[config.mk]
export PLATFORM = sky130hd
export DESIGN_NAME = tabq_out
export DESIGN_NICKNAME = d
export VERILOG_FILES = /design/src/hdl/tabq_pkg.sv /design/src/hdl/tabq_out.sv
export SDC_FILE = /design/constraint.sdc
export NUM_CORES = 1
export LEC_CHECK = 0
export BUFFER_PORTS_ARGS = -buffer_cell sky130_fd_sc_hd__buf_2
export CELL_PAD_IN_SITES_DETAIL_PLACEMENT = 2
export CELL_PAD_IN_SITES_GLOBAL_PLACEMENT = 2
export CORE_MARGIN = 4
export CORE_UTILIZATION = 37
export CTS_CLUSTER_SIZE = 14
export DETAILED_ROUTE_END_ITERATION = 10
export PLACE_DENSITY = 0.85
export SLEW_MARGIN = 20
export SYNTH_ARGS = -nofsm -noshare
export SYNTH_HDL_FRONTEND = slang
export SYNTH_SLANG_ARGS = --single-unit
[constraint.sdc]
create_clock -name i_clk -period 4.57 [get_ports i_clk]
set_input_delay 0.2285 -clock i_clk [delete_from_list [all_inputs] [get_ports i_clk]]
set_output_delay 0.2285 -clock i_clk [all_outputs]
set_load 0.02 [all_outputs]
[src/hdl/tabq_pkg.sv]
// Shared types and constants for the three-axis Q30 biquad low-pass.
// No dependencies; imported by every module of the block.
package tabq_pkg;

    localparam int SAMPLE_W = 16;
    localparam int COEF_W   = 32;
    localparam int XQ_W     = 31;
    localparam int PROD_W   = 34;
    localparam int ACC_W    = 37;
    localparam int LANES    = 3;
    localparam int CFG_IDX_W = 3;

    localparam logic [CFG_IDX_W-1:0] CFG_B0 = 3'd0;
    localparam logic [CFG_IDX_W-1:0] CFG_B1 = 3'd1;
    localparam logic [CFG_IDX_W-1:0] CFG_B2 = 3'd2;
    localparam logic [CFG_IDX_W-1:0] CFG_A1 = 3'd3;
    localparam logic [CFG_IDX_W-1:0] CFG_A2 = 3'd4;

    // 20 Hz Butterworth at 1 kHz
    localparam logic signed [COEF_W-1:0] RST_B0 = 32'sd3888751;
    localparam logic signed [COEF_W-1:0] RST_B1 = 32'sd7777502;
    localparam logic signed [COEF_W-1:0] RST_B2 = 32'sd3888751;
    localparam logic signed [COEF_W-1:0] RST_A1 = -32'sd1957103774;
    localparam logic signed [COEF_W-1:0] RST_A2 = 32'sd898916953;

    typedef struct packed {
        logic signed [COEF_W-1:0] b0;
        logic signed [COEF_W-1:0] b1;
        logic signed [COEF_W-1:0] b2;
        logic signed [COEF_W-1:0] a1;
        logic signed [COEF_W-1:0] a2;
    } t_coefs;

    typedef struct packed {
        logic adv;     // pipeline moves this cycle
        logic accept;  // input item taken
        logic fire;    // recursive stage holds an item and moves
    } t_lane_ctl;

endpackage

[src/hdl/tabq_out.sv]
// Merges the three lane results into one item; output register plus skid.
// Depends on tabq_pkg.
module tabq_out
    import tabq_pkg::*;
(
    input  logic                      i_clk,
    input  logic                      i_rst_n,
    input  logic                      i_push,
    input  logic [SAMPLE_W-1:0]       i_lane [LANES],
    output logic                      o_full,
    output logic                      o_tvalid,
    input  logic                      i_tready,
    output logic [LANES*SAMPLE_W-1:0] o_tdata
);

    logic [LANES*SAMPLE_W-1:0] merged;
    logic [LANES*SAMPLE_W-1:0] r_out;
    logic [LANES*SAMPLE_W-1:0] r_skid;
    logic                      r_out_vld;
    logic                      r_skid_vld;
    logic                      free;

    always_comb begin
        for (int i = 0; i < LANES; i++) begin
            merged[i*SAMPLE_W +: SAMPLE_W] = i_lane[i];
        end
    end

    assign free = !r_out_vld || i_tready;

    always_ff @(posedge i_clk) begin
        if (!i_rst_n) begin
            r_out_vld  <= 1'b0;
            r_skid_vld <= 1'b0;
        end else if (free) begin
            if (r_skid_vld) begin
                r_out_vld  <= 1'b1;
                r_skid_vld <= 1'b0;
            end else begin
                r_out_vld <= i_push;
            end
        end else if (i_push) begin
            r_skid_vld <= 1'b1;
        end
    end

    always_ff @(posedge i_clk) begin
        if (free) begin
            r_out <= r_skid_vld ? r_skid : merged;
        end else if (i_push) begin
            r_skid <= merged;
        end
    end

    assign o_full   = r_skid_vld;
    assign o_tvalid = r_out_vld;
    assign o_tdata  = r_out;

endmodule

# After elaboration in Yosys (flattened, before gate mapping)
# Index checks and enable logic that the tools add are counted.
# word_totals
register_bits	98
inputBits	52
# op_classes
mux	2
bitwise	2
reduce_logical	4
# op_table
cell	n
$mux W48	1
$not A1 Y1	2
$reduce_and A2 Y1	1
$reduce_or A2 Y1	1
$logic_not A1 Y1	1
$logic_or A1 B1 Y1	1
$mux W1	1

# Depth between registers and ports, before layout
# Gate-level depths: netlist of the first run.
# logic_depth
word_depth	4
mapped_depth	4
depth_no_buf	2

# Least setup slack after synthesis of the first run
# Ideal clock, no wire load.
# synth_timing
kind	register -> register
start	register r_out_vld, in the netlist o_tvalid
end	register r_skid[0], enable pin
setup_time_ns	0.453
arrival_time_ns	3.791
required_ns	4.117
slack_ns	0.326
stages_incl_launch_ff	3
path_cell_list	dfxtp_1 nand2b_1 nor2_1
# synth_between
elab_chain_len	4
# synth_lines
element	line	rtl
from (decl)	tabq_out.sv:19	logic r_out_vld;
from (signal assigned)	tabq_out.sv:40	r_out_vld <= i_push;
$logic_not A1 Y1	tabq_out.sv:29	assign free = !r_out_vld || i_tready;
$logic_or A1 B1 Y1	tabq_out.sv:29	
net free	tabq_out.sv:21	logic free;
$not A1 Y1 (no line)	--	
$reduce_and A2 Y1 (no line)	--	
to (signal assigned)	tabq_out.sv:51	r_skid <= merged;
to (decl)	tabq_out.sv:18	logic [LANES*SAMPLE_W-1:0] r_skid;
# The timed path passes the listed nets, and every way through them passes these cells.
# A chain may end at the register's enable or synchronous reset.

# Worst setup path in the final report of the first run
# layout_timing
start	register r_out_vld, in the netlist o_tvalid
end	register r_skid[14], enable pin
# The elaborated chain is that of the path after synthesis.

==> run_results.csv, run 1 <==
group,metric,value,unit
timing,maxSlewViolCount,0,
timing,slew_headroom,0.543,
final_layout,fillers,894,
clocking,clk_path_buf_depth,2,
power_and_ir_drop,max-vdd-ir-drop,0.000128,V
global_route,gr-usage-met1,0.158,
die,core-area,9280,µm²
final_layout,final_cell_mix,"buf_2 (101), edfxtp_1 (96), mux2_2 (48), clkbuf_8 (9)",
critical_path,critPathCaptureType,"flop",
clocking,ctsResizeCount,0,
final_layout,nNetsFinal,319,
timing,period_share,0.391,
die,start_util,0.381,
drt,drtAntennaViolNets,0,
yosys,synthesis.area,3540,µm²
critical_path,start_kind,"flop",
placed_design,port_buffers,101,
drt,first_pass_iters,3,
yosys,avgSynthCellArea,22.5,µm²
clocking,cts_made_buffers,9,
timing,rsz0062_at_grt,"no",
critical_path,cp.arrival,1.80,ns
power_and_ir_drop,p_leak,1.64,nW
clocking,cts_max_level,3,
clocking,cts_tree,"built",
global_route,gr-usage-all-layers,0.142,
final_layout,layout_commonest_cell,"buf_2",
final_layout,area_growth,23.6,%
global_route,grt_pass1_vias,2115,
critical_path,crit_fanout,28,
global_route,grt_pass1_wl,11.9,mm
final_layout,antenna_cells,0,
yosys,synth_top_area_cell,"edfxtp_1",
timing,fmax,559,MHz
yosys,ys_top_cells_by_area,"edfxtp_1 (81%), mux2_2 (15%), dfxtp_1 (1.1%)",
final_layout,drive_gt1_frac,0.625,
yosys,postSynthCellCount,157,
timing,finalCriticalPeriod,1.79,ns
clocking,post-cts-setup-buffer-count,0,
yosys,ys_warn_count,0,
final_layout,fin_util,0.471,
job,cap_violations,0,
power_and_ir_drop,p_total,0.00170,W
status,status,"finished, final reports clean",
drt,via_per_inst,4.55,
global_route,grt_max_degree,51,
timing,clock_skew,0.0130,ns
drt,drt_iter0_drc,32,
clocking,clock_latency,0.35,ns
global_route,antenna_found_initial,0,
drt,drt_wl_total,7.69,mm
critical_path,crit_required,4.58,ns
final_layout,multiInputGateArea,584,µm²
die,dieArea,11200,µm²
min_path,hp-class,"in2reg",
yosys,syn-num-nets,209,
timing,setup_ws,2.78,ns
yosys,ys_ff_latch,98,
global_route,grt_util_met2,0.256,
die,die_width,106,µm
placed_design,routabilityCongestion,0.662,
timing,worstMarginPinSlew,0.685,ns
global_route,busiest_layer,"met2",
clocking,cts-hold-fix-buffers,0,
timing,setup_tns,0,ns
clocking,clock-sinks,98,
yosys,synth_cell_type_count,10,
drt,wl_per_cell,19.2,µm
yosys,synth_top_cell_area_share,0.815,
timing,finalSetupViolCount,0,
yosys,ys_seq_area_frac,0.826,
global_route,gr-total-overflow,0,
die,ios,102,
drt,drc,0,
final_layout,regArea,2920,µm²
drt,num_vias,1825,
global_route,grt_use_met3,0.0392,
placed_design,detailed_place_hpwl,5.48,mm
die,rows,35,
timing,hold_violations,0,
power_and_ir_drop,powerDensity,389,nW/µm²
clocking,cts_root_buffer,"clkbuf_8",
die,die_h,106,µm
placed_design,detailedPlace.worstSlack,2.62,ns
clocking,clkSlewWorstSetupHoldPaths,0.10,ns
critical_path,critPathKind,"reg2reg",
[critical path, cell delays in order (launching register included)]
cell	delay [ns]
dfxtp_1	0.35
nand2b_2	0.10
nor2_4	0.51
buf_4	0.48
[through the flow]
step                instances  hold slack, ns  instance area, µm²
CTS                       401          0.0393                4370
floorplan                 157           0.327                3540
finish                    401          0.0611                4370
global placement          385           0.418                4200
detailed placement        385           0.422                4200
global route              401          0.0374                4370
[area by class of cell]
class / instances / share of cell area
tap: 129 / 0.0369
clock inverter: 7 / 0.0106
multi-input combinational: 53 / 0.134
sequential: 98 / 0.669
inverter: 1 / 0.000859
clock buffer: 9 / 0.0283
timing repair buffer: 104 / 0.121
[worst paths after layout]
kind,from,endpoint,slack [ns],cells past startpoint
worst min register to register,r_skid[20],o_tdata[20],0.56,1
worst min-delay path,i_lane[11],r_skid[43],0.06,1
worst max-delay path,o_tvalid,r_skid[14],2.78,3
worst max register to register,o_tvalid,r_skid[14],2.78,3
[routing by layer]
layer | routed length [µm] | share of wire
met3 | 425 | 0.055
met5 | 0 | 0
met2 | 4160 | 0.54
met4 | 115 | 0.015
met1 | 2990 | 0.39
[state kept, by name, summed over array words and instances (netlist names)]
| register | flops |
|---|---|
| o_tdata | 48 |
| o_tvalid | 1 |
| r_skid | 48 |
| o_full | 1 |
[logic make-up (layout without fill, tap and decap cells)]
family,Yosys count,count (layout),synth area share
DFF,98,98,0.826
muxes,48,48,0.153
buffers and inverters,6,121,0.0117
and+or+nand+nor,4,4,0.00743
AOI/OAI and AO/OA,1,1,0.00212
[cell usage after synthesis (all sizes together)]
cell type,count
nor2,2
nand2b,1
a21boi,1
inv,1
buf,5
dfxtp,2
edfxtp,96
nor3b,1
mux2,48
[report_power, final]
part           internal, W  switching [W]  leakage, nW
logic            0.0000606      0.0000948        0.603
clock network     0.000196       0.000297       0.0843
registers          0.00104      0.0000133        0.951
total              0.00129       0.000405         1.64
Power figures use the tool's default switching activity.
==> inputs of run 2 (changes only) <==
ABC_AREA = 1   (was default)
CORE_UTILIZATION = 31   (was 37)
PLACE_DENSITY = 0.82   (was 0.85)
clock period = 1.62 ns   (was 4.57 ns; I/O delays follow)
==> run 2 against run 1 <==
Against the previous run:
- flip-flop and latch count unchanged
- sequential share of layout area is 9.1 points lower
- final cell count grew 40%
- critical path depth fell by 1
- setup slack worse by 2.5 ns
- core utilization shrank 2.9 points
- hold slack got worse by 0.048 ns
- area after synthesis is 3.2% higher
- via count increased by 35%
- global-route usage fell by 0.35 points
==> run_results.csv, run 2 <==
group,metric,value,unit
timing,clock_skew,0.00363,ns
final_layout,regArea,2930,µm²
global_route,antenna_found_initial,0,
power_and_ir_drop,p_leak,2.08,nW
power_and_ir_drop,clkPwrFrac,0.346,
clocking,cts_tree,"built",
timing,fmax,732,MHz
placed_design,dp.cells,498,
power_and_ir_drop,max-vdd-ir-drop,0.000516,V
min_path,hp-class,"in2reg",
status,status,"finished, final reports clean",
yosys,ys_top_cells_by_area,"edfxtp_1 (79%), inv_1 (5.1%), nand2_1 (5.1%)",
power_and_ir_drop,switching_share,0.226,
yosys,synth_top_area_cell,"edfxtp_1",
final_layout,area_growth,38.9,%
clocking,cts_max_level,3,
clocking,clock-sinks,98,
final_layout,nNetsFinal,467,
critical_path,cpMaxStageDelayCell,"dfxtp_4",
clocking,cts_root_buffer,"clkbuf_16",
clocking,cts_made_buffers,9,
placed_design,detailed_place_hpwl,5.75,mm
drt,drt_wl_total,9.00,mm
final_layout,final_cell_mix,"buf_2 (101), edfxtp_1 (96), inv_1 (50), nand2_1 (49), dlygate4sd3_1 (49)",
yosys,synthSimpleGateAreaFrac,0.0559,
global_route,grt_max_degree,100,
global_route,grt_pass1_wl,13.9,mm
die,dieArea,13600,µm²
final_layout,layout_commonest_cell,"buf_2",
critical_path,critPathBufInv,2,
timing,slew_headroom,0.729,
power_and_ir_drop,power_switching,0.00123,W
timing,hold_violations,0,
drt,via_per_inst,4.38,
die,die_width,117,µm
clocking,clk_path_buf_depth,2,
job,cap_violations,0,
timing,maxSlewViolCount,0,
timing,setup_ws,0.254,ns
drt,drtAntennaViolNets,0,
power_and_ir_drop,p_int,0.00421,W
timing,rsz0062_at_grt,"no",
yosys,synth_top_family_by_area,"buffers and inverters",
die,core-area,11500,µm²
yosys,ys_ff_latch,98,
placed_design,detailedPlace.worstSlack,0.264,ns
drt,drc,0,
global_route,gr-total-overflow,0,
final_layout,multiInputGateArea,484,µm²
die,start_util,0.318,
critical_path,critPathCaptureType,"primary output",
yosys,synthesis.area,3650,µm²
yosys,synth_edf_count,96,
timing,finalCriticalPeriod,1.37,ns
yosys,synthTopCellsByCount,"edfxtp_1 (96), inv_1 (50), nand2_1 (50)",
yosys,synth_mux_area_frac,0,
power_and_ir_drop,powerDensity,1070,nW/µm²
yosys,ys_seq_area_frac,0.801,
critical_path,critPathKind,"reg2out",
critical_path,cpPeakStageDelay,0.35,ns
die,ios,102,
placed_design,routabilityCongestion,0.693,
critical_path,path_cells,"buf_12, buf_2",
final_layout,fin_cells,562,
final_layout,fillers,1134,
yosys,synth_flop_cell,"edfxtp_1",
drt,wl_per_cell,16.0,µm
clocking,clock_latency,0.34,ns
drt,first_pass_iters,4,
clocking,ctsResizeCount,0,
yosys,synth_compound_gate_area_share,0.0703,
timing,worstMarginPinSlew,0.407,ns
global_route,grt_pass1_vias,2789,
yosys,synth_cell_type_count,11,
placed_design,port_buffers,101,
die,die_h,117,µm
yosys,synth_top_cell_area_share,0.790,
power_and_ir_drop,seqPwrFrac,0.549,
critical_path,cp.arrival,1.29,ns
yosys,synth-adder-area-share,0,
critical_path,crit_fanout,99,
yosys,synthXorXnorAreaFrac,0,
timing,period_share,0.843,
power_and_ir_drop,combPwrFrac,0.106,
die,rows,39,
yosys,syn-num-nets,314,
timing,finalSetupViolCount,0,
final_layout,finalInstanceArea,5070,µm²
critical_path,start_kind,"flop",
clocking,clkSlewWorstSetupHoldPaths,0.06,ns
yosys,avgSynthCellArea,13.9,µm²
critical_path,crit_required,1.54,ns
yosys,synth-async-reset-ratio,0,
yosys,synth_most_common_cell,"edfxtp_1",
drt,drt_iter0_drc,116,
final_layout,antenna_cells,0,
global_route,gr-usage-all-layers,0.138,
critical_path,crit_family,"buffers and inverters",
final_layout,drive_gt1_frac,0.286,
yosys,ys_warn_count,0,
placed_design,place_area,4330,µm²
yosys,postSynthCellCount,262,
drt,num_vias,2461,
[run 2: cell types whose count changed after synthesis, moves of 2 or more]
cell,delta
buf_2,+4
buf_6,+2
inv_1,+49
mux2_2,-48
nand2_1,+50
o21ai_0,+29
o21ai_1,+17
o21ai_2,+3
[run 2: power by group through the flow]
stage	registers, W	logic, W	clock network [W]
finish	0.00299	0.000575	0.00188
global route	0.00300	0.000630	0.00207
CTS	0.00299	0.000584	0.00195
detailed placement	0.00305	0.000492	0
global placement	0.00303	0.000467	0
floorplan	0.00318	0.000115	0
[run 2: stage by stage]
step / setup TNS, ns / utilization / hold slack [ns] / power (W)
final: 0 / 0.442 / 0.0131 / 0.00544
after global routing: 0 / 0.442 / 0.0274 / 0.00569
after CTS: 0 / 0.442 / 0.0155 / 0.00553
after detailed placement: 0 / 0.378 / 0.275 / 0.00354
after global placement: 0 / 0.378 / 0.273 / 0.00350
after floorplan: -8.90 / - / 0.180 / 0.00329
[run 2: cell type report]
class / instances / share of cell area
clock buffers: 15 / 0.0488
multi-input cells: 103 / 0.0955
repair buffers: 153 / 0.206
inverters: 50 / 0.0370
flip-flops and latches: 98 / 0.578
well taps: 143 / 0.0353
[run 2: logic make-up (layout without fill, tap and decap cells)]
family | count (synthesis) | after routing
compound gates | 49 | 49
buf+inv | 61 | 218
flops | 98 | 98
simple gates | 54 | 54
[run 2: per-layer routing]
| metal | track usage | vias up | routed length [µm] |
|---|---|---|---|
| met4 | 0.0719 | 0 | 221 |
| met1 | 0.138 | 1198 | 3320 |
| met5 | 0 | - | 0 |
| li1 | - | 1186 | - |
| met3 | 0.0383 | 12 | 487 |
| met2 | 0.259 | 65 | 4970 |
[run 2: worst paths after layout]
check	start	end	slack, ns	depth (start not counted)
max reg2reg	o_tvalid	o_tdata[31]	0.30	2
max	o_full	o_full	0.25	2
min reg2reg	r_skid[5]	o_tdata[5]	0.53	2
min	i_rst_n	o_tvalid	0.01	3
[run 2: repair_timing]
item | 4_1_cts | 5_1_grt
buffers inserted | 0 | 0
endpoints found under the hold margin | 49 | 0
hold buffers | 49 | 0
[run 2: worst reg2reg max path: stages, from the launching register on]
cell,delay (ns)
dfxtp_4,0.37
nand2_8,0.18
buf_4,0.42
