==> config.mk <==
export PLATFORM = sky130hd
export DESIGN_NAME = tabq_cfg
export DESIGN_NICKNAME = d
export VERILOG_FILES = /design/src/hdl/tabq_pkg.sv /design/src/hdl/tabq_cfg.sv
export SDC_FILE = /design/constraint.sdc
export NUM_CORES = 1
export LEC_CHECK = 0
export BUFFER_PORTS_ARGS = -buffer_cell sky130_fd_sc_hd__buf_2
export CORE_UTILIZATION = 25
export CTS_CLUSTER_SIZE = 14
export DETAILED_ROUTE_END_ITERATION = 8
export SETUP_SLACK_MARGIN = 0.15
export SLEW_MARGIN = 20
export SYNTH_ARGS = -nofsm -noshare
export SYNTH_HDL_FRONTEND = slang
export SYNTH_SLANG_ARGS = --single-unit
==> constraint.sdc <==
create_clock -name i_clk -period 1.5 [get_ports i_clk]
set_input_delay 0.075 -clock i_clk [delete_from_list [all_inputs] [get_ports i_clk]]
set_output_delay 0.075 -clock i_clk [all_outputs]
set_load 0.02 [all_outputs]
==> src/hdl/tabq_pkg.sv <==
// Shared types and constants for the three-axis Q30 biquad low-pass.
// No dependencies; imported by every module of the block.
package tabq_pkg;

    localparam int SAMPLE_W = 16;
    localparam int COEF_W   = 32;
    localparam int XQ_W     = 31;
    localparam int PROD_W   = 34;
    localparam int ACC_W    = 37;
    localparam int LANES    = 3;
    localparam int CFG_IDX_W = 3;

    localparam logic [CFG_IDX_W-1:0] CFG_B0 = 3'd0;
    localparam logic [CFG_IDX_W-1:0] CFG_B1 = 3'd1;
    localparam logic [CFG_IDX_W-1:0] CFG_B2 = 3'd2;
    localparam logic [CFG_IDX_W-1:0] CFG_A1 = 3'd3;
    localparam logic [CFG_IDX_W-1:0] CFG_A2 = 3'd4;

    // 20 Hz Butterworth at 1 kHz
    localparam logic signed [COEF_W-1:0] RST_B0 = 32'sd3888751;
    localparam logic signed [COEF_W-1:0] RST_B1 = 32'sd7777502;
    localparam logic signed [COEF_W-1:0] RST_B2 = 32'sd3888751;
    localparam logic signed [COEF_W-1:0] RST_A1 = -32'sd1957103774;
    localparam logic signed [COEF_W-1:0] RST_A2 = 32'sd898916953;

    typedef struct packed {
        logic signed [COEF_W-1:0] b0;
        logic signed [COEF_W-1:0] b1;
        logic signed [COEF_W-1:0] b2;
        logic signed [COEF_W-1:0] a1;
        logic signed [COEF_W-1:0] a2;
    } t_coefs;

    typedef struct packed {
        logic adv;     // pipeline moves this cycle
        logic accept;  // input item taken
        logic fire;    // recursive stage holds an item and moves
    } t_lane_ctl;

endpackage

==> src/hdl/tabq_cfg.sv <==
// Coefficient register file with write decode.
// Depends on tabq_pkg.
module tabq_cfg
    import tabq_pkg::*;
(
    input  logic                 i_clk,
    input  logic                 i_rst_n,
    input  logic                 i_cfg_valid,
    output logic                 o_cfg_ready,
    input  logic [CFG_IDX_W-1:0] i_cfg_index,
    input  logic [COEF_W-1:0]    i_cfg_data,
    output t_coefs               o_coefs
);

    t_coefs r_coefs;
    t_coefs n_coefs;

    assign o_cfg_ready = 1'b1;
    assign o_coefs     = r_coefs;

    always_comb begin
        n_coefs = r_coefs;
        if (i_cfg_valid) begin
            case (i_cfg_index)
                CFG_B0:  n_coefs.b0 = i_cfg_data;
                CFG_B1:  n_coefs.b1 = i_cfg_data;
                CFG_B2:  n_coefs.b2 = i_cfg_data;
                CFG_A1:  n_coefs.a1 = i_cfg_data;
                CFG_A2:  n_coefs.a2 = i_cfg_data;
                default: n_coefs = r_coefs;
            endcase
        end
    end

    always_ff @(posedge i_clk) begin
        if (!i_rst_n) begin
            r_coefs.b0 <= RST_B0;
            r_coefs.b1 <= RST_B1;
            r_coefs.b2 <= RST_B2;
            r_coefs.a1 <= RST_A1;
            r_coefs.a2 <= RST_A2;
        end else begin
            r_coefs <= n_coefs;
        end
    end

endmodule

Word level (Yosys, flattened, before mapping)
Index checks and enable logic that the tools add are counted.
{"block": "word_totals", "reg_bits": 160, "input_bits": 38, "output_inout_bits": 161, "elab_cells": 15}
{"block": "op_classes", "n_eq_ne": 4, "reduce_logical": 6}
{"op": "$reduce_and A2 Y1", "count": 5}
{"op": "$eq A3 B2 Y1 const B", "count": 2}
{"op": "$eq A3 B1 Y1 const B", "count": 1}
{"op": "$eq A3 B3 Y1 const B", "count": 1}
{"op": "$logic_not A3 Y1", "count": 1}

Longest topological paths before layout
Gate-level depths: netlist (run 1).
{"block": "logic_depth", "ltp_word": 2, "mapped_depth": 5, "ltp_nobuf": 2}

Worst setup path before layout (run 1)
OpenSTA, ideal clock, no wires.
{"block": "synth_timing", "kind": "in2reg", "from": "input i_cfg_index[0]", "to": "register r_coefs (netlist bit o_coefs[158])", "arrival_time_ns": 1.048, "required_time_ns": 1.428, "slack_ns": 0.380, "cell_stages": 4, "n_path_buf": 2, "cell_sequence": "buf_2 -> nor4b_4 -> buf_6 -> mux2i_1"}
{"block": "synth_between", "elab_chain_len": 2}
{"element": "from (decl)", "line_no": "tabq_cfg.sv:10", "text": "input logic [CFG_IDX_W-1:0] i_cfg_index,"}
{"element": "$logic_not A3 Y1", "line_no": "tabq_cfg.sv:24", "text": "case (i_cfg_index)"}
{"element": "$reduce_and A2 Y1 (no source line)"}
{"element": "to (signal assigned)", "line_no": "tabq_cfg.sv:43", "text": "r_coefs <= n_coefs;"}
{"element": "to (decl)", "line_no": "tabq_cfg.sv:15", "text": "t_coefs r_coefs;"}
No other way between the ends.
A chain may end at the register's enable or synchronous reset.

==> flow_summary.json, run 1 <==
{
  "status": "complete, no violations",
  "hold_path_startpoint": "i_cfg_data[30]",
  "core_area_um2": 24400,
  "synth_cell_type_count": 15,
  "synth_top_family_by_area": "multiplexers",
  "rsz0062_at_grt": "false",
  "routed-wl-met3_mm": 1.17,
  "drc_errors": 0,
  "dieArea_um2": 25600,
  "viasPerCell": 4.16,
  "synthesis.nets": 633,
  "wl_per_cell_um": 15.4,
  "die_width_um": 160,
  "slowest_delay_ns": 0.58,
  "vdd_drop_max_v": 0.000712,
  "cp_common_cell": "buf_12",
  "vias": 4850,
  "gp_congestion": 0.781,
  "cts_root_buffer": "clkbuf_16",
  "max_freq_mhz": 796,
  "cts.sinks": 160,
  "muxShareOfSynthArea_pct": 25.6,
  "antenna_found_initial": 0,
  "finalSetupViolCount": 0,
  "synth_area_per_cell_um2": 10.5,
  "wirelength_mm": 17.9,
  "reg2reg_from": "o_coefs[41]",
  "drt-initial-drc-count": 182,
  "synth-seq-cells": 160,
  "n_antenna_cell": 0,
  "cp_num_buf_inv": 3,
  "cp_max_fo": 33,
  "grt_max_degree": 49,
  "r2r_slack_ns": 0.87,
  "hold_path_depth": 3,
  "fillCellCount": 2514,
  "routed.top_layer": "met4",
  "grt_overflow": 0,
  "cts_tree": "yes",
  "power_density_nw_per_um2": 1120,
  "path_delay_family": "buffers and inverters",
  "slew_viol_final": 0,
  "final_antenna_net_count": 0,
  "leakagePower_uw": 0.00404,
  "hold_viol": 0,
  "clock_skew_ns": 0,
  "cp.arrival_ns": 1.54,
  "grt_first_pass_wirelength_mm": 27.6,
  "synth_compound_area_share_pct": 0,
  "timing.max_cap.violations": 0,
  "cp_slowest_cell": "dlygate4sd3_1",
  "min_period_ns": 1.26,
  "synth_area_leaders": "dfxtp_1 51%, mux2i_1 26%, nor2b_1 11%",
  "seq_area_frac_synth_pct": 51.3,
  "wl_met2_mm": 8.25,
  "cp-end-kind": "register",
  "min_to": "o_coefs[30]",
  "m1WireLength_mm": 8.29,
  "largest_register_ff_count": 160,
  "r2r-end": "o_coefs[41]",
  "synth.largest_area_cell": "dfxtp_1",
  "postSynthCellCount": 595,
  "fin_crit_sh_pct": 83.7,
  "finalSetupTns_ns": 0,
  "die_h_um": 160,
  "final_cell_mix": "196 x buf_2, 160 x mux2i_1, 160 x dfxtp_1, 114 x nand2_1, 106 x nor2b_1",
  "nNetsFinal": 868,
  "clockBufferDepth": 2,
  "reg2reg_depth": 2,
  "synth-adder-area-share_pct": 0,
  "initial_core_util_pct": 25.6,
  "cp.required_ns": 1.79,
  "cts_buffers": 17,
  "clock_latency_ns": 0.41,
  "cts.htree.levels": 4,
  "dr.pass1.iters": 4,
  "rows": 57,
  "synth_top_area_share_pct": 51.3,
  "hp-class": "input pin to register",
  "synth_xor_area_share_pct": 0,
  "crit_type": "input pin to register",
  "synth_area_um2": 6250,
  "synthToLayoutAreaGrowth_pct": 40.3,
  "final_util_pct": 35.9,
  "grt_pass1_vias": 4854,
  "ios": 199,
  "synth_warnings": 0,
  "hold_ws_ns": 0.0389,
  "path_clk_slew_ns": 0.07,
  "crit_path_cell_trace": "dlygate4sd3_1 > buf_12 > buf_12 > nor2b_1 > mux2i_1",
  "yosys.area_share.simple_pct": 19.2,
  "cp-start-kind": "input pin",
  "hpwl_mm": 12.1,
  "drive_gt1_share_pct": 31.0,
  "gr-usage-all-layers_pct": 14.0,
  "portBuffers": 197,
  "final_common_cell": "buf_2"
}
[power by group]
| part | internal (uW) | leakage [uW] | total (uW) | switching, uW |
|---|---|---|---|---|
| sequential | 4340 | 0.00130 | 4390 | 49.2 |
| clock | 2750 | 0.000292 | 4550 | 1810 |
| combinational | 386 | 0.00245 | 868 | 482 |
[worst reg2reg max path, stage by stage (launching register included)]
cell	delay (ns)
dfxtp_1	0.33
nor2b_1	0.11
mux2i_1	0.07
[logic make-up after synthesis]
kind of cell | Yosys count
other cells | 1
buf+inv | 45
simple gates | 229
flops | 160
mux | 160
[through the flow]
step / worst slack, ns / cell area (um^2) / total power (uW) / instances
6_report: 0.244 / 8760 / 9820 / 1166
2_1_floorplan: 0.380 / 6250 / 4950 / 595
3_5_place_dp: 0.171 / 7760 / 5280 / 1099
3_3_place_gp: 0.170 / 7760 / 5270 / 1099
4_1_cts: 0.195 / 8720 / 9920 / 1165
5_1_grt: 0.163 / 8760 / 10200 / 1166
[final cells by class]
| class | instances | area (um^2) | area share [%] |
|---|---|---|---|
| Sequential cell | 160 | 3200 | 36.5 |
| Multi-Input combinational cell | 390 | 2840 | 32.4 |
| Timing Repair Buffer | 261 | 1710 | 19.5 |
| Clock buffer | 22 | 474 | 5.41 |
| Tap cell | 324 | 405 | 4.63 |
| Clock inverter | 9 | 133 | 1.51 |
[how the worst max path moves through the flow]
stage	from	endpoint	slack, ns	depth (start not counted)
6_report	i_rst_n	o_coefs[148]	0.24	5
2_1_floorplan	i_cfg_index[0]	o_coefs[158]	0.38	4
5_1_grt	i_rst_n	o_coefs[148]	0.16	5
3_3_place_gp	i_cfg_index[0]	o_coefs[70]	0.17	4
4_1_cts	i_rst_n	o_coefs[145]	0.20	5
3_5_place_dp	i_cfg_index[0]	o_coefs[65]	0.17	4
[layer usage]
| layer | global-route usage, % | up-vias |
|---|---|---|
| met5 | 0 | - |
| met4 | 3.77 | 0 |
| met3 | 4.75 | 14 |
| met2 | 23.2 | 133 |
| met1 | 17.1 | 2285 |
| li1 | - | 2418 |
[timing repair]
action / 4_1_cts / 5_1_grt
endpoints found under the setup margin: 0 / 16
hold buffers: 35 / 0
setup buffers: 0 / 0
resized for setup: 0 / 4
endpoints found under the hold margin: 112 / 0
[cells in the mapped netlist]
cell type	n
dfxtp_1	160
mux2i_1	160
nand2_1	114
nor2b_1	107
clkbuf_1	22
buf_2	10
buf_4	10
buf_6	3
nand4bb_1	3
and4b_1	1
and4bb_1	1
conb_1	1
nand4b_1	1
nor4b_4	1
nor4bb_1	1
(Power assumes the default switching activity.)
==> run 2: changes to the inputs <==
clock period = 1.1 ns   (was 1.5 ns; I/O delays follow)
==> flow_summary.json, run 2 (synthesis gave the netlist of run 1 again) <==
{
  "leakagePower_uw": 0.00457,
  "grt_max_degree": 33,
  "wirelength_mm": 18.8,
  "cp_num_buf_inv": 1,
  "min_period_ns": 0.952,
  "clock_latency_ns": 0.42,
  "dp.cells": 1113,
  "path_delay_family": "flip-flops",
  "r2r-end": "o_coefs[95]",
  "reg2reg_depth": 4,
  "design_area_um2": 10200,
  "vias": 5091,
  "finalSetupViolCount": 0,
  "die_width_um": 160,
  "rsz0062_at_grt": "true",
  "finalSetupTns_ns": 0,
  "gr-usage-all-layers_pct": 14.9,
  "dieArea_um2": 25600,
  "combPwrFrac_pct": 10.8,
  "drc_errors": 0,
  "cts_buffers": 17,
  "timing.max_cap.violations": 0,
  "reg2reg_from": "o_coefs[95]",
  "hpwl_mm": 12.3,
  "nNetsFinal": 908,
  "antenna_found_initial": 0,
  "cp-end-kind": "output port",
  "cts_root_buffer": "clkbuf_16",
  "cp_slowest_cell": "dfxtp_2",
  "fin_crit_sh_pct": 86.6,
  "grt_first_pass_wirelength_mm": 29.5,
  "p_int_uw": 9670,
  "seqPwrFrac_pct": 46.3,
  "path_clk_slew_ns": 0.07,
  "wl_per_cell_um": 15.6,
  "cts.htree.levels": 4,
  "clockBufferDepth": 2,
  "hold_path_depth": 3,
  "status": "complete, no violations",
  "final_common_cell": "buf_6",
  "power_density_nw_per_um2": 1270,
  "die_h_um": 160,
  "initial_core_util_pct": 25.6,
  "rows": 57,
  "final_antenna_net_count": 0,
  "largest_register_ff_count": 160,
  "final_util_pct": 42.0,
  "hold_viol": 0,
  "vdd_drop_max_v": 0.000615,
  "gp_congestion": 0.746,
  "max_freq_mhz": 1050,
  "drive_gt1_share_pct": 52.9,
  "clock_power_share_pct": 43.0,
  "netSwitchingFraction_pct": 26.0,
  "stdcell_count": 1207,
  "cts_tree": "yes",
  "synthToLayoutAreaGrowth_pct": 64.0,
  "portBuffers": 197,
  "ios": 199,
  "slew_viol_final": 0,
  "final_cell_mix": "161 x buf_6, 160 x mux2i_1, 160 x dfxtp_2, 114 x nand2_1, 107 x nor2b_1",
  "cp-start-kind": "register",
  "core_area_um2": 24400,
  "hp-class": "input pin to register",
  "cp.required_ns": 1.04,
  "clock_skew_ns": 0,
  "grt_overflow": 0,
  "min_to": "o_coefs[62]",
  "hold_path_startpoint": "i_cfg_data[30]",
  "slowest_delay_ns": 0.35,
  "crit_type": "register to output port",
  "dpl-instance-area_um2": 7960,
  "n_antenna_cell": 0,
  "viasPerCell": 4.22,
  "crit_path_cell_trace": "buf_6",
  "grt_pass1_vias": 5270,
  "cp.arrival_ns": 0.90,
  "p_sw_uw": 3390,
  "drt-initial-drc-count": 160,
  "cp_max_fo": 2,
  "r2r_slack_ns": 0.31,
  "cts.sinks": 160,
  "dr.pass1.iters": 4
}
## run 2: cell types whose count changed in the layout (fill, tap and decap cells not counted), moves of 4 or more
cell	before	now
buf_6	0	161
buf_2	196	36
dfxtp_1	160	0
dfxtp_2	0	160
buf_4	19	57
buf_12	9	16
inv_6	0	7
dlygate4sd3_1	35	31
## run 2: final cells by class
| cell class | count | area (um^2) |
|---|---|---|
| clock buffer | 18 | 439 |
| clock inverter | 14 | 106 |
| fill | 2353 | 14100 |
| multi-input combinational | 390 | 2840 |
| sequential | 160 | 3400 |
| tap | 324 | 405 |
| timing repair buffer | 301 | 3050 |
## run 2: worst reg2reg max path, stage by stage, from the launching register on
cell     delay (ns)
dfxtp_2        0.33
buf_4          0.13
buf_4          0.12
nand2_1        0.05
mux2i_1        0.06
## run 2: repair_timing
item                                    CTS  global route
resized for setup                       480             0
hold buffers                             31             0
endpoints found under the setup margin  160           160
hold endpoints to repair                140             0
setup buffers                            11            20
## run 2: layer usage
layer / GRT usage [%] / routed length [um] / vias up
li1: - / - / 2508
met1: 17.4 / 8050 / 2418
met2: 25.0 / 9190 / 139
met3: 5.77 / 1300 / 26
met4: 4.63 / 295 / 0
met5: 0 / 0 / -
## run 2: worst max-delay path by stage
stage,depth (start not counted),endpoint,slack (ns),from
floorplan,4,o_coefs[158],0.06,i_cfg_index[1]
global placement,4,o_coefs[143],-0.02,i_cfg_index[2]
detailed placement,4,o_coefs[142],-0.11,i_cfg_index[2]
CTS,1,o_coefs[0],0.11,o_coefs[0]
global route,1,o_coefs[105],0.09,o_coefs[105]
finish,1,o_coefs[117],0.15,o_coefs[117]
## run 2: power by group through the flow
stage	clock (uW)	combinational, uW	sequential [uW]
CTS	5830	1390	6040
finish	5610	1410	6040
floorplan	0	486	6270
global route	6060	1510	6050
global placement	0	1140	6120
detailed placement	0	1150	6120
## run 2: stage by stage
stage / hold WS [ns] / power, uW / setup WS [ns]
after floorplan: 0.197 / 6760 / 0.0572
after global placement: 0.321 / 7260 / -0.0225
after detailed placement: 0.326 / 7270 / -0.106
after CTS: 0.0180 / 13300 / 0.112
after global routing: 0.0403 / 13600 / 0.0912
final: 0.0340 / 13100 / 0.148
==> run 3: changes to the inputs <==
GPL_TIMING_DRIVEN = 0   (was unset)
HOLD_SLACK_MARGIN = 0.08   (was unset)
==> flow_summary.json, run 3 (synthesis gave the netlist of run 1 again) <==
{
  "status": "complete, no violations",
  "ios": 199,
  "rows": 57,
  "cp-end-kind": "output port",
  "cts_tree": "yes",
  "gp_congestion": 0.749,
  "stdcell_count": 1197,
  "hold_viol": 0,
  "largest_register_ff_count": 160,
  "slowest_delay_ns": 0.36,
  "path_delay_family": "flip-flops",
  "dr.pass1.iters": 4,
  "path_clk_slew_ns": 0.06,
  "r2r-end": "o_coefs[71]",
  "final_cell_mix": "167 x buf_6, 160 x mux2i_1, 160 x dfxtp_2, 114 x nand2_1, 106 x nor2b_1",
  "reg2reg_depth": 4,
  "fillCellCount": 2384,
  "min_period_ns": 0.956,
  "antenna_found_initial": 0,
  "crit_type": "register to output port",
  "wl_per_cell_um": 19.5,
  "regArea_um2": 3400,
  "cp_slowest_cell": "dfxtp_2",
  "viasPerCell": 4.31,
  "hold_ws_ns": 0.138,
  "cp_num_buf_inv": 1,
  "multiInputGateArea_um2": 2810,
  "hp-class": "input pin to register",
  "max_freq_mhz": 1050,
  "cp.arrival_ns": 0.90,
  "power_density_nw_per_um2": 1340,
  "slew_headroom_pct": 54.6,
  "cts_root_buffer": "clkbuf_16",
  "worstMarginPinSlew_ns": 0.682,
  "cp-start-kind": "register",
  "cts.htree.levels": 4,
  "grt_first_pass_wirelength_mm": 34.2,
  "finalSetupViolCount": 0,
  "grt_pass1_vias": 5348,
  "vias": 5162,
  "die_width_um": 160,
  "hpwl_mm": 15.6,
  "vdd_drop_max_v": 0.000823,
  "drc_errors": 0,
  "drt-initial-drc-count": 143,
  "drive_gt1_share_pct": 51.1,
  "reg2reg_from": "o_coefs[71]",
  "dp.cells": 1113,
  "portBuffers": 194,
  "leakagePower_uw": 0.00444,
  "timing.max_cap.violations": 0,
  "grt_max_degree": 17,
  "crit_cells": 1,
  "fin_crit_sh_pct": 86.9,
  "slew_viol_final": 0,
  "rsz0062_at_grt": "true",
  "nNetsFinal": 902,
  "synthToLayoutAreaGrowth_pct": 59.3,
  "dieArea_um2": 25600,
  "die_h_um": 160,
  "core_area_um2": 24400,
  "grt_overflow": 0,
  "final_common_cell": "buf_6",
  "clock_skew_ns": 0,
  "clockBufferDepth": 2,
  "crit_path_cell_trace": "buf_6",
  "cp_max_fo": 2,
  "cts_buffers": 17,
  "initial_core_util_pct": 25.6,
  "worstSetupEndpoint": "o_coefs[8]",
  "n_antenna_cell": 0,
  "r2r_slack_ns": 0.30,
  "cts.sinks": 160,
  "clock_latency_ns": 0.42,
  "gr-usage-all-layers_pct": 18.3,
  "crit_start": "o_coefs[8]",
  "cp.required_ns": 1.04,
  "final_antenna_net_count": 0,
  "wirelength_mm": 23.3
}
run 3: cell types whose count changed in the layout (fill, tap and decap cells not counted), moves of 6 or more:
cell      delta
buf_4       -26
clkbuf_2    +15
clkbuf_1     +7
buf_2        +6
buf_6        +6
buf_12      -15
inv_6        -7
run 3: worst min path at each step:
stage / startpoint / to / slack [ns] / cells after the start
global route: i_cfg_index[1] / o_coefs[23] / 0.14 / 4
detailed placement: i_cfg_data[3] / o_coefs[35] / 0.32 / 3
floorplan: i_cfg_data[9] / o_coefs[105] / 0.20 / 2
global placement: i_cfg_data[10] / o_coefs[10] / 0.32 / 3
finish: i_cfg_index[1] / o_coefs[23] / 0.14 / 4
CTS: i_cfg_index[1] / o_coefs[23] / 0.13 / 4
run 3: repair_timing:
action	in CTS	in global routing
setup endpoints to repair	229	223
gates resized for setup	485	24
pin swaps	1	0
hold buffers	32	0
hold endpoints to repair	160	0
buffers inserted	8	16
run 3: worst register-to-register path, cell delays in order, from the launching register on:
cell and delay, ns:
dfxtp_2 0.33, buf_4 0.13, buf_4 0.12, nand2_1 0.05, mux2i_1 0.07
run 3: layout make-up:
class | instances | area share, %
clock inverter | 7 | 0.880
tap | 324 | 4.07
clock buffer | 21 | 4.73
buffer | 45 | 2.93
multi-input combinational | 390 | 28.2
timing repair buffer | 250 | 25.0
sequential | 160 | 34.2
run 3: report_power, final:
group	switching [uW]	internal, uW
logic	760	641
clock network	2420	3460
registers	97.7	5950
total	3280	10100
run 3: routing by layer:
metal	wire length (um)	global-route usage, %	vias to the layer above
met5	0	0	-
met3	1310	5.27	13
met2	11300	31.2	137
li1	-	-	2496
met1	10500	22.8	2516
met4	177	3.85	0
run 3: through the flow:
stage / utilization (%) / setup slack (ns) / TNS, ns / instance area, um^2 / total power, uW
3_5_place_dp: 31.4 / -0.571 / -49.85 / 7650 / 7260
2_1_floorplan: - / 0.0572 / 0 / 6280 / 6760
5_1_grt: 40.8 / 0.0972 / 0 / 9950 / 13800
6_report: 40.8 / 0.144 / 0 / 9950 / 13300
4_1_cts: 40.2 / 0.138 / 0 / 9810 / 13400
3_3_place_gp: 31.4 / -0.510 / -44.55 / 7650 / 7240
